`config.mk`:
```
export PLATFORM = sky130hd
export DESIGN_NAME = water_bath_heater_controller
export DESIGN_NICKNAME = d
export VERILOG_FILES = /design/src/sv/wbhc_pkg.sv /design/src/sv/water_bath_heater_controller.sv /design/src/sv/wbhc_csr.sv /design/src/sv/wbhc_core.sv
export SDC_FILE = /design/constraint.sdc
export NUM_CORES = 1
export LEC_CHECK = 0
export BUFFER_PORTS_ARGS = -buffer_cell sky130_fd_sc_hd__buf_4
export CORE_MARGIN = 2
export CORE_UTILIZATION = 43
export CTS_CLUSTER_SIZE = 16
export DETAILED_ROUTE_END_ITERATION = 7
export GPL_TIMING_DRIVEN = 0
export PLACE_DENSITY_LB_ADDON = 0.2
export REMOVE_ABC_BUFFERS = 1
export SLEW_MARGIN = 0
export SYNTH_ARGS = -nofsm -noshare
export SYNTH_HDL_FRONTEND = slang
export SYNTH_SLANG_ARGS = --single-unit
```
`constraint.sdc`:
```
create_clock -name clock -period 9.9 [get_ports clock]
set_clock_uncertainty 0.15 [all_clocks]
set_input_delay 1.98 -clock clock [delete_from_list [all_inputs] [get_ports clock]]
set_output_delay 1.98 -clock clock [all_outputs]
set_load 0.05 [all_outputs]
```
`src/sv/wbhc_pkg.sv`:
```
package wbhc_pkg;

   localparam int TIMER_BITS_DEFAULT = 16;
   localparam int CFG_W              = 16;
   localparam int CSR_INDEX_W        = 3;
   localparam int TARGET_W           = 7;
   localparam int HYST_W             = 8;
   localparam int SENSOR_W           = 12;
   localparam int TEMP_W             = 11;
   localparam int PHASE_W            = 2;
   localparam int BAND_W             = 13;

   localparam int TEMP_LIMIT         = 1100;
   localparam int TEMP_SCALE         = 10;
   localparam int PUMP_OFFSET        = 10;
   localparam int HALF_SHIFT         = 1;
   localparam int QUARTER_SHIFT      = 2;

   localparam logic [TARGET_W-1:0] TARGET_RESET     = TARGET_W'(60);
   localparam logic [HYST_W-1:0]   HYST_RESET       = HYST_W'(5);
   localparam logic [CFG_W-1:0]    CYCLE_RESET      = CFG_W'(60);
   localparam logic [CFG_W-1:0]    PREHEAT_RESET    = CFG_W'(30);
   localparam logic [CFG_W-1:0]    COOK_RESET       = CFG_W'(40);
   localparam logic [CFG_W-1:0]    PUMP_START_RESET = CFG_W'(0);
   localparam logic [CFG_W-1:0]    PUMP_END_RESET   = CFG_W'(5);
   localparam logic [CFG_W-1:0]    READ_RESET       = CFG_W'(2);

   typedef enum logic [CSR_INDEX_W-1:0] {
      CSR_TARGET_DEGREES    = 3'd0,
      CSR_HYSTERESIS_TENTHS = 3'd1,
      CSR_CYCLE_LIMIT       = 3'd2,
      CSR_PREHEAT_ON_LIMIT  = 3'd3,
      CSR_COOKING_PERIOD    = 3'd4,
      CSR_PUMP_WINDOW_START = 3'd5,
      CSR_PUMP_WINDOW_END   = 3'd6,
      CSR_READ_INTERVAL     = 3'd7
   } csr_index_type;

   typedef enum logic [PHASE_W-1:0] {
      PHASE_CODE_INIT    = 2'd0,
      PHASE_CODE_PREHEAT = 2'd1,
      PHASE_CODE_COOKING = 2'd2
   } phase_code_type;

   typedef struct packed {
      logic [TARGET_W-1:0] target_degrees;
      logic [HYST_W-1:0]   hysteresis_tenths;
      logic [CFG_W-1:0]    cycle_limit;
      logic [CFG_W-1:0]    preheat_on_limit;
      logic [CFG_W-1:0]    cooking_period;
      logic [CFG_W-1:0]    pump_window_start;
      logic [CFG_W-1:0]    pump_window_end;
      logic [CFG_W-1:0]    read_interval;
   } cfg_type;

   typedef struct packed {
      logic                       run_enable;
      logic signed [SENSOR_W-1:0] sensor_tenths;
   } req_type;

   typedef struct packed {
      logic               heater_on;
      logic               pump_on;
      logic [PHASE_W-1:0] phase;
      logic [TEMP_W-1:0]  held_temperature;
      logic               sample_taken;
   } rsp_type;

endpackage

```
`src/sv/water_bath_heater_controller.sv`:
```
// water bath heater controller
//
// req channel: one beat per one-second tick, carrying run_enable and the
// signed sensor reading in tenths of a degree. rsp channel: one beat per
// req beat, in order, with heater and pump drives, phase, held
// temperature and the sample flag.
// csr port: plain write port, to be written only while the block is idle;
// the block itself does not enforce this.
// a req beat is registered in the input register, then processed by the
// core into the rsp register, from which its rsp beat is valid; a low
// rsp_ready can hold it in the input register. throughput: one beat per
// cycle while rsp_ready does not stall; the controller state registers
// take their next state as each beat is processed.
//
// reset clears the pipeline, puts the phase in init, zeroes the timers,
// held temperature and drives, and loads the register defaults.
// when rsp_ready is low the rsp beat holds; a req beat is taken only into
// an empty input register, then req_ready drops until the rsp beat is taken.
module water_bath_heater_controller
   import wbhc_pkg::*;
#(
   parameter int TIMER_BITS = TIMER_BITS_DEFAULT
)
(
   input  logic                   clock,
   input  logic                   reset,
   input  logic                   req_valid,
   output logic                   req_ready,
   input  req_type                req_data,
   output logic                   rsp_valid,
   input  logic                   rsp_ready,
   output rsp_type                rsp_data,
   input  logic                   csr_write_enable,
   input  logic [CSR_INDEX_W-1:0] csr_index,
   input  logic [CFG_W-1:0]       csr_write_data
);

   cfg_type cfg;
   req_type item_ff;
   logic    item_valid_ff;
   rsp_type rsp_ff;
   logic    rsp_valid_ff;
   rsp_type result;
   logic    advance;

   wbhc_csr u_csr (
      .clock            (clock),
      .reset            (reset),
      .csr_write_enable (csr_write_enable),
      .csr_index        (csr_index),
      .csr_write_data   (csr_write_data),
      .cfg              (cfg)
   );

   wbhc_core #(
      .TIMER_BITS (TIMER_BITS)
   ) u_core (
      .clock  (clock),
      .reset  (reset),
      .step   (advance),
      .item   (item_ff),
      .cfg    (cfg),
      .result (result)
   );

   assign advance   = item_valid_ff && (!rsp_valid_ff || rsp_ready);
   assign req_ready = !item_valid_ff || advance;

   always_ff @(posedge clock) begin
      if (reset) begin
         item_valid_ff <= 1'b0;
         rsp_valid_ff  <= 1'b0;
      end else begin
         if (req_ready) begin
            item_valid_ff <= req_valid;
         end
         if (advance) begin
            rsp_valid_ff <= 1'b1;
         end else if (rsp_ready) begin
            rsp_valid_ff <= 1'b0;
         end
      end
   end

   always_ff @(posedge clock) begin
      if (req_ready && req_valid) begin
         item_ff <= req_data;
      end
      if (advance) begin
         rsp_ff <= result;
      end
   end

   assign rsp_valid = rsp_valid_ff;
   assign rsp_data  = rsp_ff;

endmodule

```
`src/sv/wbhc_csr.sv`:
```
module wbhc_csr
   import wbhc_pkg::*;
(
   input  logic                   clock,
   input  logic                   reset,
   input  logic                   csr_write_enable,
   input  logic [CSR_INDEX_W-1:0] csr_index,
   input  logic [CFG_W-1:0]       csr_write_data,
   output cfg_type                cfg
);

   cfg_type cfg_ff;
   cfg_type cfg_in;

   always_comb begin
      cfg_in = cfg_ff;
      if (csr_write_enable) begin
         unique case (csr_index_type'(csr_index))
            CSR_TARGET_DEGREES:    cfg_in.target_degrees    = csr_write_data[TARGET_W-1:0];
            CSR_HYSTERESIS_TENTHS: cfg_in.hysteresis_tenths = csr_write_data[HYST_W-1:0];
            CSR_CYCLE_LIMIT:       cfg_in.cycle_limit       = csr_write_data;
            CSR_PREHEAT_ON_LIMIT:  cfg_in.preheat_on_limit  = csr_write_data;
            CSR_COOKING_PERIOD:    cfg_in.cooking_period    = csr_write_data;
            CSR_PUMP_WINDOW_START: cfg_in.pump_window_start = csr_write_data;
            CSR_PUMP_WINDOW_END:   cfg_in.pump_window_end   = csr_write_data;
            CSR_READ_INTERVAL:     cfg_in.read_interval     = csr_write_data;
         endcase
      end
   end

   always_ff @(posedge clock) begin
      if (reset) begin
         cfg_ff.target_degrees    <= TARGET_RESET;
         cfg_ff.hysteresis_tenths <= HYST_RESET;
         cfg_ff.cycle_limit       <= CYCLE_RESET;
         cfg_ff.preheat_on_limit  <= PREHEAT_RESET;
         cfg_ff.cooking_period    <= COOK_RESET;
         cfg_ff.pump_window_start <= PUMP_START_RESET;
         cfg_ff.pump_window_end   <= PUMP_END_RESET;
         cfg_ff.read_interval     <= READ_RESET;
      end else begin
         cfg_ff <= cfg_in;
      end
   end

   assign cfg = cfg_ff;

endmodule

```
`src/sv/wbhc_core.sv`:
```
module wbhc_core
   import wbhc_pkg::*;
#(
   parameter int TIMER_BITS = TIMER_BITS_DEFAULT
)
(
   input  logic    clock,
   input  logic    reset,
   input  logic    step,
   input  req_type item,
   input  cfg_type cfg,
   output rsp_type result
);

   localparam int CMP_W = (TIMER_BITS > CFG_W) ? TIMER_BITS : CFG_W;
   localparam int SUM_W = CMP_W + 1;

   typedef enum logic [2:0] {
      PHASE_INIT    = 3'b001,
      PHASE_PREHEAT = 3'b010,
      PHASE_COOKING = 3'b100
   } phase_type;

   phase_type               phase_ff, phase_in;
   logic [TIMER_BITS-1:0]   cycle_ff, cycle_in;
   logic [TIMER_BITS-1:0]   duty_ff, duty_in;
   logic [TIMER_BITS-1:0]   read_ff, read_in;
   logic [TEMP_W-1:0]       temp_ff, temp_in;
   logic                    heater_ff, heater_in;
   logic                    pump_ff, pump_in;

   logic [TIMER_BITS-1:0]   cycle_next;
   logic [SUM_W-1:0]        cyc_s, start_s, end_s, start2_s, end2_s;
   logic                    pump_window;
   logic                    sampled;
   logic                    reading_ok;
   logic [TEMP_W-1:0]       temp_next;
   logic [CMP_W-1:0]        period_wide;
   logic [TIMER_BITS-1:0]   period;
   logic [TIMER_BITS-1:0]   duty_step;
   logic [TIMER_BITS-1:0]   duty_thresh;
   logic signed [BAND_W-1:0] temp_s, target_s, low_s, high_s;
   logic                    in_low, in_high;
   logic [PHASE_W-1:0]      phase_code;

   assign cycle_next = (CMP_W'(cfg.cycle_limit) > CMP_W'(cycle_ff))
                       ? cycle_ff + TIMER_BITS'(1) : '0;

   assign cyc_s    = SUM_W'(cycle_next);
   assign start_s  = SUM_W'(cfg.pump_window_start);
   assign end_s    = SUM_W'(cfg.pump_window_end);
   assign start2_s = start_s + SUM_W'(PUMP_OFFSET);
   assign end2_s   = end_s + SUM_W'(PUMP_OFFSET);
   assign pump_window = (cyc_s >= start_s && cyc_s < end_s) ||
                        (cyc_s >= start2_s && cyc_s < end2_s);

   assign sampled    = CMP_W'(read_ff) >= CMP_W'(cfg.read_interval);
   assign reading_ok = !item.sensor_tenths[SENSOR_W-1] &&
                       (item.sensor_tenths < SENSOR_W'(TEMP_LIMIT));
   assign temp_next  = (sampled && reading_ok) ? item.sensor_tenths[TEMP_W-1:0] : temp_ff;

   assign temp_s   = signed'(BAND_W'(temp_next));
   assign target_s = signed'(BAND_W'(cfg.target_degrees) * BAND_W'(TEMP_SCALE));
   assign low_s    = target_s - signed'(BAND_W'(cfg.hysteresis_tenths));
   assign high_s   = target_s + signed'(BAND_W'(cfg.hysteresis_tenths));
   assign in_low   = low_s >= temp_s;
   assign in_high  = high_s <= temp_s;

   // duty timer counts up to the period then restarts, on while below the fraction
   assign period_wide = CMP_W'(cfg.cooking_period);
   assign period      = period_wide[TIMER_BITS-1:0];
   assign duty_step   = (period > duty_ff) ? duty_ff + TIMER_BITS'(1) : period;
   assign duty_thresh = in_low ? (period >> HALF_SHIFT) : (period >> QUARTER_SHIFT);

   always_comb begin
      phase_in  = phase_ff;
      cycle_in  = cycle_ff;
      duty_in   = duty_ff;
      read_in   = read_ff;
      temp_in   = temp_ff;
      heater_in = heater_ff;
      pump_in   = pump_ff;
      if (!item.run_enable) begin
         phase_in = PHASE_INIT;
      end else begin
         cycle_in = cycle_next;
         pump_in  = pump_window;
         read_in  = sampled ? '0 : read_ff + TIMER_BITS'(1);
         temp_in  = temp_next;
         unique case (phase_ff)
            PHASE_INIT: begin
               heater_in = 1'b0;
               pump_in   = 1'b0;
               phase_in  = PHASE_PREHEAT;
            end
            PHASE_PREHEAT: begin
               if (target_s <= temp_s) begin
                  phase_in  = PHASE_COOKING;
                  heater_in = 1'b0;
               end else begin
                  heater_in = CMP_W'(cycle_next) <= CMP_W'(cfg.preheat_on_limit);
               end
            end
            PHASE_COOKING: begin
               if (!in_low && in_high) begin
                  heater_in = 1'b0;
                  duty_in   = '0;
               end else if (duty_thresh > duty_step) begin
                  heater_in = 1'b1;
                  duty_in   = duty_step;
               end else begin
                  heater_in = 1'b0;
                  duty_in   = (duty_step == period) ? '0 : duty_step;
               end
            end
            default: begin
            end
         endcase
      end
   end

   always_ff @(posedge clock) begin
      if (reset) begin
         phase_ff  <= PHASE_INIT;
         cycle_ff  <= '0;
         duty_ff   <= '0;
         read_ff   <= '0;
         temp_ff   <= '0;
         heater_ff <= 1'b0;
         pump_ff   <= 1'b0;
      end else if (step) begin
         phase_ff  <= phase_in;
         cycle_ff  <= cycle_in;
         duty_ff   <= duty_in;
         read_ff   <= read_in;
         temp_ff   <= temp_in;
         heater_ff <= heater_in;
         pump_ff   <= pump_in;
      end
   end

   always_comb begin
      unique case (phase_in)
         PHASE_INIT:    phase_code = PHASE_CODE_INIT;
         PHASE_PREHEAT: phase_code = PHASE_CODE_PREHEAT;
         PHASE_COOKING: phase_code = PHASE_CODE_COOKING;
         default:       phase_code = PHASE_CODE_INIT;
      endcase
   end

   assign result.heater_on        = heater_in;
   assign result.pump_on          = pump_in;
   assign result.phase            = phase_code;
   assign result.held_temperature = temp_in;
   assign result.sample_taken     = item.run_enable & sampled;

endmodule
```
-- After elaboration in Yosys (flattened, before gate mapping)
Cells that the tools add are included.
- add/subtract/negate cells: 7
- $mul: 1
- magnitude comparators: 13
- equality and inequality tests: 13
- multiplexer cells: 22
- bitwise gates (word level): 1
- reductions and logical operators: 26
- operator list (kind ; number):
    two-way mux 16 bit ; 6
    adder 16 x 1 -> 16 bit, second input constant ; 3
    > comparator 16 bit ; 3
    adder 16 x 4 -> 17 bit, second input constant ; 2
    greater-or-equal comparator 16 bit ; 2
    two-way mux 11 bit ; 2
    == test 3 bit, second input constant ; 6
    AND reduction 2 bit ; 9
    greater-or-equal comparator 16 x 17 -> 1 bit ; 1
    less-than comparator 16 x 17 -> 1 bit ; 1
    == test 16 bit ; 1
    <= comparator 16 bit ; 1
    less-than comparator 16 bit ; 1
    two-way mux 15 bit ; 1
    greater-or-equal comparator 13 x 12 -> 1 bit ; 1
    <= comparator 13 x 12 -> 1 bit ; 1
    adder 11 x 8 -> 12 bit ; 1
    == test 3 x 2 -> 1 bit, second input constant ; 4
    less-than comparator 12 bit, second input constant ; 1
    subtractor 11 x 8 -> 12 bit ; 1
    <= comparator 11 bit ; 1
    multiplier 7 x 3 -> 10 bit, second input constant ; 1
    two-way mux 1 bit ; 8
    logical AND 1 bit ; 7
    11 further kinds ; 18
- bits in registers: 206
- input port bits: 37
- output and inout port bits: 18
- logic and storage cells: 107

-- Depth between registers and ports, before layout
Gate-level depths: netlist of run 1.
- word-level depth: 11
- depth in mapped cells: 35

-- Cells and area by module
From an unflattened synthesis of run 1, not the netlist that was laid out.
- cells, all modules: 1715
- area, all modules: 15119.5 µm²
- modules (own cells, without submodules) (module ; instances ; cells each ; area each (µm²) ; sequential area each (µm²)):
    wbhc_core ; 1 ; 1278 ; 9754.4 ; 1281.2
    wbhc_csr ; 1 ; 398 ; 4390.5 ; 2222.1
    water_bath_heater_controller ; 1 ; 39 ; 974.7 ; 910.9

-- Worst setup path before layout of run 1
OpenSTA, ideal clock, no wires.
- kind: register -> register
- start: reg u_csr.cfg_ff (netlist bit u_csr.cfg[105])
- end: reg u_core.duty_ff[5]
- library setup time: 0.067 ns
- arrival: 6.154 ns
- setup slack: 3.529 ns
- stages on the path, launching flop included: 35
- buffers on the path: 3
- clock period less this slack: 6.371 ns
- cell sequence: dfxtp_1 ha_1 ha_1 inv_1 fa_1 inv_1 ha_1 inv_1 a21oi_1 o31a_1 nor3_1 xor2_1 ha_1 nor2b_1 o21ai_0 nand2b_1 a41oi_1 o31ai_1 o21ai_0 o31ai_4 buf_6 buf_12 mux2_4 ha_1 nor2b_1 o21ai_0 nand2b_1 a21oi_1 o21a_1 o21ai_0 o211ai_1 a2111oi_0 o21ai_2 buf_6 o21ai_2
- word-level cells in the longest chain between the ends: 7
- ends and longest elaborated chain (element ; line ; text):
    start: declaration ; wbhc_csr.sv:12 ; cfg_type cfg_ff;
    start signal: assignment ; wbhc_csr.sv:42 ; cfg_ff <= cfg_in;
    multiplier 7 x 3 -> 10 bit * ; wbhc_core.sv:63 ; assign target_s = signed'(BAND_W'(cfg.target_degrees) * BAND_W'(TEMP_SCALE));
    subtractor 11 x 8 -> 12 bit ; wbhc_core.sv:64 ; assign low_s = target_s - signed'(BAND_W'(cfg.hysteresis_tenths));
    greater-or-equal comparator 13 x 12 -> 1 bit ; wbhc_core.sv:66 ; assign in_low = low_s >= temp_s;
    two-way mux 15 bit ; wbhc_core.sv:73 ; assign duty_thresh = in_low ? (period >> HALF_SHIFT) : (period >> QUARTER_SHIFT);
    > comparator 16 bit ; wbhc_core.sv:108 ; end else if (duty_thresh > duty_step) begin
    two-way mux 16 bit ; wbhc_core.sv:108 ;
    two-way mux 16 bit * ; wbhc_core.sv:105 ; if (!in_low && in_high) begin
    end signal: assignment ; wbhc_core.sv:134 ; duty_ff <= duty_in;
    end: declaration ; wbhc_core.sv:26 ; logic [TIMER_BITS-1:0] duty_ff, duty_in;
Mark *: on every way between the ends. The rest lies on a longest branch, timed or not.
A chain may end at the register's enable or synchronous reset.

-- Worst setup path in the final report of run 1
- start: reg u_csr.cfg_ff (netlist bit u_csr.cfg[105])
- end: reg u_core.duty_ff[4]
The elaborated chain is that of the path after synthesis.

==> out/qor.yml, run 1 <==
fin_cells: 2239
syn_to_final_growth_pct: 11.4
critPathTopFamily: "compound AO/OA/AOI/OAI gates"
rsz0062_at_grt: "no"
die_y_um: 186
portBuffers: 54
dp_hpwl_mm: 27.6
p_leak_nw: 6.39
ys_ff_latch: 206
critPathRequiredTime_ns: 10.21
gr-total-overflow: 0
cp-start-kind: "register"
holdBufCountCts: 0
insertion_delay_ns: 0.55
critical_path_arrival_ns: 8.05
holdCritPathClass: "reg -> reg"
rows: 66
antenna_found_initial: 0
netlist_area_um2: 14300
path_max_fanout: 20
remaining_drc_errors: 0
cts_buffer_depth: 3
tns_ns: 0
min_from: "u_csr.cfg[74]"
cts_setup_buffers: 0
antenna_cells: 0
whs_path_depth: 2
place_inst: 2191
hold_viol: 0
ant_nets: 0
cts_tree: "yes"
cts_max_level: 1
synth_ff_type: "dfxtp_1"
min_to: "u_csr.cfg[74]"
r2r_cells: 27
tightest_slew_ns: 1.27
io_pins: 55
syn_inst: 1756
ir_drop_uv: 137
seq_area_um2: 4410
cap_viol_max_count: 0
final_nets: 2010
start_util_pct: 43.8
die_w_um: 186
synth_enable_flop_cells: 29
cts-root-buf: "clkbuf_16"
postSynth.asyncResetShare_pct: 0
clock-sinks: 206
drt_iter0_drc: 705
grt_pass1_vias: 11600
r2r-start: "u_csr.cfg[105]"
pwr_density_cell_nw_per_um2: 145
layout-drive-gt1-share_pct: 7.62
yosysWarnings: 0
cts_resized: 0
outcome: "finished, final reports clean"
crit_top_cell: "ha_1"
finalCriticalPeriod_ns: 7.75
relSlewSlack_pct: 14.6
clk_pin_slew_worst_paths_ns: 0.06
cts_buffers: 26
routedWlPerCell_um: 16.7
crit_start: "u_csr.cfg[105]"
crit_slowest_cell: "o31ai_4"
final_util_pct: 48.8
fillCellCount: 3236
crit_buf_inv: 3
place_congestion: 0.858
max_freq_mhz: 129
wirelength_mm: 37.4
total_power_w: 0.00231
slew_violations: 0
cp-end-kind: "register"
multi_input_area_um2: 9100
core_area_um2: 32600
grt_pass1_wl_mm: 60.5
dieArea_um2: 34700
grt_usage_pct: 22.1
ys_seq_area_share_pct: 30.9
setup_viol: 0
r2r_slack_ns: 2.15
worstSetupPathType: "reg -> reg"
min_period_over_period_pct: 78.2
grt_max_degree: 109
timing.rr.end: "u_core.duty_ff[4]"
dr.pass1.iters: 5
syn_avg_cell_area_um2: 8.13
num_vias: 12000
viasPerCell: 5.36
synth_cell_types: 68
max_stage_delay_ns: 0.89
-- cell usage after synthesis (10+ instances only) --
library cell | n | area [µm²]
xnor2_1 | 79 | 692
inv_1 | 128 | 480
clkbuf_1 | 50 | 188
and3_1 | 14 | 87.6
nor2_1 | 122 | 458
o21ai_2 | 12 | 105
nand3b_1 | 12 | 90.1
a211oi_1 | 20 | 150
nand2_1 | 293 | 1100
o21a_1 | 10 | 75.1
a21o_1 | 43 | 323
xor2_1 | 21 | 184
o21ai_0 | 50 | 250
dfxtp_1 | 177 | 3540
nor2b_1 | 28 | 175
a21oi_1 | 183 | 916
edfxtp_1 | 29 | 871
nor3_1 | 28 | 140
nand2b_1 | 16 | 100
nand4_1 | 40 | 250
nor4_1 | 10 | 62.6
nand3_1 | 43 | 215
ha_1 | 191 | 2390
mux2i_1 | 27 | 270
-- cell type report --
type | instances | share of cell area (%)
Sequential cell | 206 | 27.7
Timing Repair Buffer | 60 | 3.13
Multi-Input combinational cell | 1357 | 57.2
Clock inverter | 12 | 0.897
Tap cell | 442 | 3.48
Clock buffer | 34 | 4.54
Inverter | 128 | 3.02
-- kinds of logic after synthesis --
group           Yosys count  synth area share, %
simple gates            634                 20.3
fa+ha+maj               196                 17.3
xor+xnor                100                 6.13
flops                   206                 30.9
buf+inv                 193                 5.43
mux                      40                 3.10
compound gates          387                 16.8
-- worst max path at each step --
stage / end / slack (ns) / cells past startpoint
after detailed placement: u_core.duty_ff[4] / 2.07 / 28
after global placement: u_core.duty_ff[2] / 2.15 / 25
after floorplan: u_core.duty_ff[15] / 3.36 / 25
final: u_core.duty_ff[4] / 2.15 / 27
after global routing: u_core.duty_ff[15] / 1.44 / 28
after CTS: u_core.duty_ff[2] / 2.05 / 25
-- sequential cells by signal, summed over array words and instances (netlist names) --
name,cells
u_csr.cfg,111
rsp_data,16
u_core.cycle_ff,16
u_core.duty_ff,16
u_core.read_ff,16
item_ff,13
u_core.temp_ff,11
u_core.phase_ff,3
item_valid_ff,1
rsp_valid,1
u_core.heater_ff,1
u_core.pump_ff,1
-- tightest hold or removal path, stage by stage, from the launching register on --
cell and delay [ns]:
dfxtp_1 0.30, nand2_1 0.05, a21oi_1 0.05
-- layout by cell type, fill, tap and decap left out, types with 14 or more instances in the layout --
cell,netlist,routed
a211oi_1,20,20
nor2_1,122,122
xnor2_1,79,79
buf_4,1,54
nand2b_1,16,16
nand2_1,293,293
o21ai_0,50,50
a21o_1,43,43
nor2b_1,28,28
nand4_1,40,40
nor3_1,28,27
xor2_1,21,21
clkbuf_16,0,27
inv_1,128,128
ha_1,191,191
nand3_1,43,43
and3_1,14,14
a21oi_1,183,183
dfxtp_1,177,177
mux2i_1,27,27
edfxtp_1,29,29
-- power by group --
group          internal [W]  switching [W]  leakage [nW]
clock network      0.000590       0.000378         0.425
logic              0.000186       0.000267          4.25
registers          0.000871      0.0000196          1.71
-- through the flow --
step,instance area [µm²],worst slack [ns],hold slack [ns]
6_report,15900,2.15,0.303
3_3_place_gp,14900,2.15,0.293
2_1_floorplan,14000,3.36,0.280
3_5_place_dp,15000,2.07,0.297
4_1_cts,15900,2.05,0.304
5_1_grt,15900,1.44,0.324
-- per-layer routing --
layer | GRT usage (%) | part of all wire, % | vias to the layer above
met5 | 0 | 0 | -
met4 | 5.13 | 2.2 | 0
met3 | 2.63 | 3.6 | 47
met2 | 38.1 | 47 | 173
met1 | 29.5 | 47 | 5611
li1 | - | - | 6168
Power figures use the tool's default switching activity.
==> inputs of run 2 (changes only) <==
- clock period: 9.9 -> 6.2 ns (I/O delays scaled with it)
==> run 2 against run 1 <==
- utilization rose by 2.2 points
- worst hold slack got worse by 0.00054 ns
- sequential power up 59%
- setup slack got worse by 2.1 ns
- routed wire length rose by 4.3%
- fmax is 26% higher
- die area did not move
==> out/qor.yml, run 2 (synthesis gave the netlist of run 1 again) <==
dp_hpwl_mm: 27.6  # unchanged
remaining_drc_errors: 0  # unchanged
crit_start: "u_core.read_ff[0]"
syn_to_final_growth_pct: 16.5
grt-busiest-layer: "met2"
grt_util_met2_pct: 39.5  # +1.3 points
multi_input_area_um2: 9490  # +4.2%
viasPerCell: 5.41  # +1.0%
grt_util_met1_pct: 30.2  # +0.71 points
cts_tree: "yes"
portBuffers: 54  # unchanged
grt_use_met3_pct: 2.86  # +0.23 points
worstSetupPathType: "reg -> reg"
largest_reg_flops: 111  # unchanged
antenna_found_initial: 0  # unchanged
drt_iter0_drc: 665  # -5.7%
grt_max_degree: 109  # unchanged
slew_violations: 0  # unchanged
antenna_cells: 0  # unchanged
cts_buffer_depth: 3  # unchanged
critPathRequiredTime_ns: 6.52  # -3.69 ns
min_from: "u_csr.cfg[74]"
holdBufCountCts: 0  # unchanged
place_area_um2: 15000  # unchanged
outcome: "finished, final reports clean"
cts_max_level: 1  # unchanged
clk_pin_slew_worst_paths_ns: 0.06  # about the same
fin_cells: 2275  # +1.6%
fillCellCount: 3156  # -2.5%
ant_nets: 0  # unchanged
gr-total-overflow: 0  # unchanged
cp-start-kind: "register"
r2r-start: "u_core.read_ff[0]"
grt_usage_pct: 22.8  # +0.75 points
setup_viol: 0  # unchanged
tns_ns: 0  # unchanged
num_vias: 12300  # +2.7%
holdCritPathClass: "reg -> reg"
min_period_over_period_pct: 98.8  # +21 points
rows: 66  # unchanged
path_max_fanout: 8  # -60%
final_common_cell: "nand2_1"
dieArea_um2: 34700  # unchanged
tightest_slew_ns: 1.31  # +0.0439 ns
cts_buffers: 26  # unchanged
cp-end-kind: "register"
layout-drive-gt1-share_pct: 12.4  # +4.8 points
routedWlPerCell_um: 17.1  # +2.6%
max_freq_mhz: 163  # +26%
ir_drop_uv: 219  # +59%
die_w_um: 186  # unchanged
dr.pass1.iters: 5  # unchanged
grt_pass1_vias: 11800  # +1.6%
critical_path_arrival_ns: 6.45  # -1.60 ns
rsz0062_at_grt: "yes"
seq_area_um2: 4430  # +0.37%
final_nets: 2046  # +1.8%
start_util_pct: 43.8  # unchanged
cts-root-buf: "clkbuf_16"
p_leak_nw: 6.64  # +3.9%
wirelength_mm: 39.0  # +4.3%
relSlewSlack_pct: 11.7  # -3.0 points
crit_slowest_cell: "a2111o_1"
mostFrequentLayoutCells: "nand2_1 (293), ha_1 (182), a21oi_1 (177)"
grt_pass1_wl_mm: 62.3  # +3.1%
cap_viol_max_count: 0  # unchanged
die_y_um: 186  # unchanged
core_area_um2: 32600  # unchanged
io_pins: 55  # unchanged
place_inst: 2191  # unchanged
clock-sinks: 206  # unchanged
insertion_delay_ns: 0.55  # about the same
finalCriticalPeriod_ns: 6.13  # -1.62 ns
place_congestion: 0.858  # unchanged
hold_viol: 0  # unchanged
max_stage_delay_ns: 0.42  # -0.47 ns
pwr_density_cell_nw_per_um2: 235  # +62%
stdcell_area_um2: 16600  # +4.5%
==> run 2: timing repair <==
item                       CTS  global route
gates cloned                 2             0
setup endpoints to repair   18            18
setup buffers               27             7
pin swaps                   19            14
gates resized for setup     67            24
==> run 2: layout make-up <==
| type | count | share of cell area (%) |
|---|---|---|
| well taps | 442 | 3.33 |
| repair buffers | 95 | 4.90 |
| clock inverters | 12 | 0.858 |
| clock buffers | 34 | 4.34 |
| multi-input cells | 1358 | 57.0 |
| flip-flops and latches | 206 | 26.6 |
| inverters | 128 | 2.90 |
==> run 2: through the flow <==
step	hold WS, ns	power [W]	setup slack (ns)	utilization, %
after floorplan	0.280	0.00195	-0.345	-
after global placement	0.293	0.00215	-1.55	45.8
after detailed placement	0.297	0.00218	-1.63	46.1
after CTS	0.304	0.00389	-0.0278	50.4
after global routing	0.324	0.00408	-0.209	51.0
final	0.302	0.00391	0.0730	51.0
==> run 2: path summary, 6_finish.rpt <==
check	depth (start not counted)	end	slack, ns
worst min-delay path	2	u_csr.cfg[74]	0.30
worst min register to register	2	u_csr.cfg[74]	0.30
worst max register to register	28	u_core.duty_ff[10]	0.07
worst max-delay path	28	u_core.duty_ff[10]	0.07
==> run 2: worst max-delay path, delay by kind of cell, from the launching register on <==
kind | cells | cell delay [ns]
AOI/OAI and AO/OA | 12 | 2.56
muxes | 3 | 0.70
buffers and inverters | 6 | 0.82
DFF | 1 | 0.35
and+or+nand+nor | 3 | 0.32
adders and majority gates | 4 | 1.16
==> run 2: report_power, final <==
| group | switching [W] | total [W] | internal (W) |
|---|---|---|---|
| Sequential | 0.0000319 | 0.00142 | 0.00139 |
| Combinational | 0.000513 | 0.000943 | 0.000430 |
| Clock | 0.000605 | 0.00155 | 0.000941 |
==> run 2: routing by layer <==
metal  vias to the layer above  part of all wire (%)
met2                       209                    48
li1                       6261                     -
met1                      5799                    46
met5                         -                     0
met3                        49                   3.7
met4                         0                   2.5
==> inputs of run 3 (changes only) <==
--- a/config.mk
+++ b/config.mk
@@ -6,4 +6,5 @@
 export NUM_CORES = 1
 export LEC_CHECK = 0
+export ABC_AREA = 1
 export BUFFER_PORTS_ARGS = -buffer_cell sky130_fd_sc_hd__buf_4
 export CORE_MARGIN = 2
==> constraint.sdc (replaced) <==
create_clock -name clock -period 6.2 [get_ports clock]
set_clock_uncertainty 0.15 [all_clocks]
set_input_delay 0.31 -clock clock [delete_from_list [all_inputs] [get_ports clock]]
set_output_delay 0.31 -clock clock [all_outputs]
set_load 0.05 [all_outputs]
==> run 3 against run 2 <==
- total power up 7.8%
- critical endpoint is now u_core.duty_ff[11]
- largest cell class unchanged
- critical path depth rose by 11
- non-clock buffer count is 14 higher
==> out/qor.yml, run 3 <==
critical_path_arrival_ns: 6.39  # -0.06 ns
syn_avg_cell_area_um2: 7.33  # -9.8%
worstSetupPathType: "reg -> reg"
cp-end-kind: "register"
min_period_over_period_pct: 99.2  # +0.34 points
cts_tree: "yes"
synth_top_area_cell: "dfxtp_1"
io_pins: 55  # unchanged
cts_buffers: 25  # -3.8%
cts_max_level: 1  # unchanged
num_vias: 13200  # +7.4%
crit_buf_inv: 5  # -1
setup_viol: 0  # unchanged
dp_hpwl_mm: 28.3  # +2.5%
clk_pin_slew_worst_paths_ns: 0.06  # about the same
dieArea_um2: 35300  # +1.8%
slew_violations: 0  # unchanged
core_area_um2: 33400  # +2.5%
drt_iter0_drc: 784  # +18%
fin_cells: 2536  # +11%
wirelength_mm: 39.1  # +0.43%
postSynth.asyncResetShare_pct: 0  # unchanged
syn_to_final_growth_pct: 16.1
largest_reg_flops: 111  # unchanged
grt_pass1_vias: 12700  # +7.7%
max_stage_delay_ns: 0.54  # +0.12 ns
path_max_fanout: 8  # unchanged
r2r_cells: 39  # +39%
mostFrequentLayoutCells: "nand2_1 (311), inv_1 (273), a21oi_1 (205)"
synth_top_cell_area_share_pct: 24.4  # -0.45 points
max_freq_mhz: 163  # -0.34%
rows: 67  # +1.5%
fillCellCount: 3281  # +4.0%
die_y_um: 188  # +0.89%
synth.most_common_cell: "nand2_1"
critPathRequiredTime_ns: 6.44  # -0.08 ns
cap_viol_max_count: 0  # unchanged
yosys-top-cells-count: "nand2_1 (320), inv_1 (279), a21oi_1 (213), ha_1 (191), o21ai_0 (191)"
netlist_area_um2: 14500  # +1.8%
synthTopCellsByArea: "dfxtp_1 (24%), ha_1 (16%), nand2_1 (8.3%)"
start_util_pct: 43.5  # -0.30 points
viasPerCell: 5.21  # -3.7%
tightest_slew_ns: 1.04  # -0.278 ns
critPathTopFamily: "simple AND/OR/NAND/NOR gates"
holdWs_ns: 0.0222  # -0.280 ns
final_common_cell: "nand2_1"
gr-total-overflow: 0  # unchanged
cts-root-buf: "clkbuf_16"
crit_slowest_cell: "fa_2"
ir_drop_uv: 181  # -17%
grt_max_degree: 145  # +33%
crit_cells: 39  # +39%
p_leak_nw: 7.41  # +11%
remaining_drc_errors: 0  # unchanged
place_inst: 2432  # +11%
die_w_um: 188  # +0.89%
cp-start-kind: "register"
ys_seq_area_share_pct: 30.4  # -0.56 points
grt_usage_pct: 21.9  # -0.90 points
whs_path_depth: 3  # +1
holdCritPathClass: "in -> reg"
hold_viol: 0  # unchanged
syn_inst: 1983  # +13%
synth_enable_flop_cells: 29  # unchanged
pwr_density_cell_nw_per_um2: 250  # +6.2%
final_nets: 2300  # +12%
portBuffers: 54  # unchanged
rsz0062_at_grt: "yes"
insertion_delay_ns: 0.54  # about the same
antenna_found_initial: 2  # +2
outcome: "finished, final reports clean"
layout-drive-gt1-share_pct: 10.9  # -1.5 points
place_area_um2: 15300  # +1.7%
finalCriticalPeriod_ns: 6.15  # +0.0209 ns
dr.pass1.iters: 5  # unchanged
synth_ff_type: "dfxtp_1"
yosysWarnings: 0  # unchanged
final_util_pct: 50.5  # -0.51 points
ys_ff_latch: 206  # unchanged
place_congestion: 0.917  # +6.8%
cts_buffer_depth: 3  # unchanged
ant_nets: 0  # unchanged
synth_cell_types: 61  # -10%
clock-sinks: 206  # unchanged
routedWlPerCell_um: 15.4  # -9.9%
grt_pass1_wl_mm: 63.7  # +2.1%
relSlewSlack_pct: 30.6  # +19 points
stdcell_area_um2: 16900  # +1.5%
run 3: cell types whose count changed after synthesis, moves of 18 or more:
cell     change
nand2_1     +27
nor2b_1     -28
xnor2_1     -73
inv_1      +151
a21oi_1     +30
nand3_1     +57
xor2_1      +28
nor2_1      +18
a21o_1      -38
o21ai_0    +141
mux2i_1     -23
run 3: routing by layer:
layer / track usage, % / vias up / wire (µm)
met3: 2.83 / 85 / 1810
met2: 37.3 / 266 / 17900
met5: 0 / - / 0
li1: - / 6856 / -
met4: 8.21 / 0 / 1460
met1: 28.4 / 6018 / 18000
run 3: final timing paths:
check | start | endpoint | slack, ns
worst max-delay path | u_csr.cfg[105] | u_core.duty_ff[11] | 0.05
worst min-delay path | csr_write_data[7] | u_csr.cfg[87] | 0.02
worst max register to register | u_csr.cfg[105] | u_core.duty_ff[11] | 0.05
worst min register to register | u_csr.cfg[8] | u_csr.cfg[8] | 0.31
run 3: kinds of logic after synthesis:
logic type | Yosys count | share of synthesized area [%]
and+or+nand+nor | 702 | 22.0
AOI/OAI and AO/OA | 475 | 17.8
buffers and inverters | 345 | 9.18
DFF | 206 | 30.4
adders and majority gates | 194 | 16.9
xor gates and xnor gates | 57 | 3.54
muxes | 4 | 0.275
run 3: per-stage QoR:
step | power, W | setup slack [ns] | setup TNS (ns)
2_1_floorplan | 0.00221 | 0.519 | 0
3_3_place_gp | 0.00250 | -0.919 | -15.13
3_5_place_dp | 0.00252 | -1.04 | -17.03
4_1_cts | 0.00408 | 0.0183 | 0
5_1_grt | 0.00446 | -0.270 | -4.31
6_report | 0.00422 | 0.0521 | 0
run 3: worst min-delay path, cell delays in order:
cell    delay, ns
buf_4        0.18
nor2_1       0.12
nor2_1       0.05
run 3: where the power goes:
group	internal, W	switching, W	total, W
clock	0.000819	0.000595	0.00141
combinational	0.000528	0.000841	0.00137
sequential	0.00140	0.0000317	0.00144
total	0.00275	0.00147	0.00422
run 3: area by class of cell:
class	instances	area [µm²]	share of cell area (%)
multi-input combinational	1436	9080	53.8
sequential	206	4420	26.2
inverter	291	1100	6.51
timing repair buffer	109	940	5.57
clock buffer	34	689	4.08
tap	448	561	3.32
clock inverter	11	88.8	0.526
antenna	1	2.50	0.0148
run 3: repair_timing:
action | 4_1_cts | 5_1_grt
pin swaps | 18 | 46
gates cloned | 3 | 1
setup buffers | 10 | 15
gates resized for setup | 31 | 44
hold endpoints to repair | 44 | 0
hold buffers | 29 | 0
endpoints found under the setup margin | 18 | 18
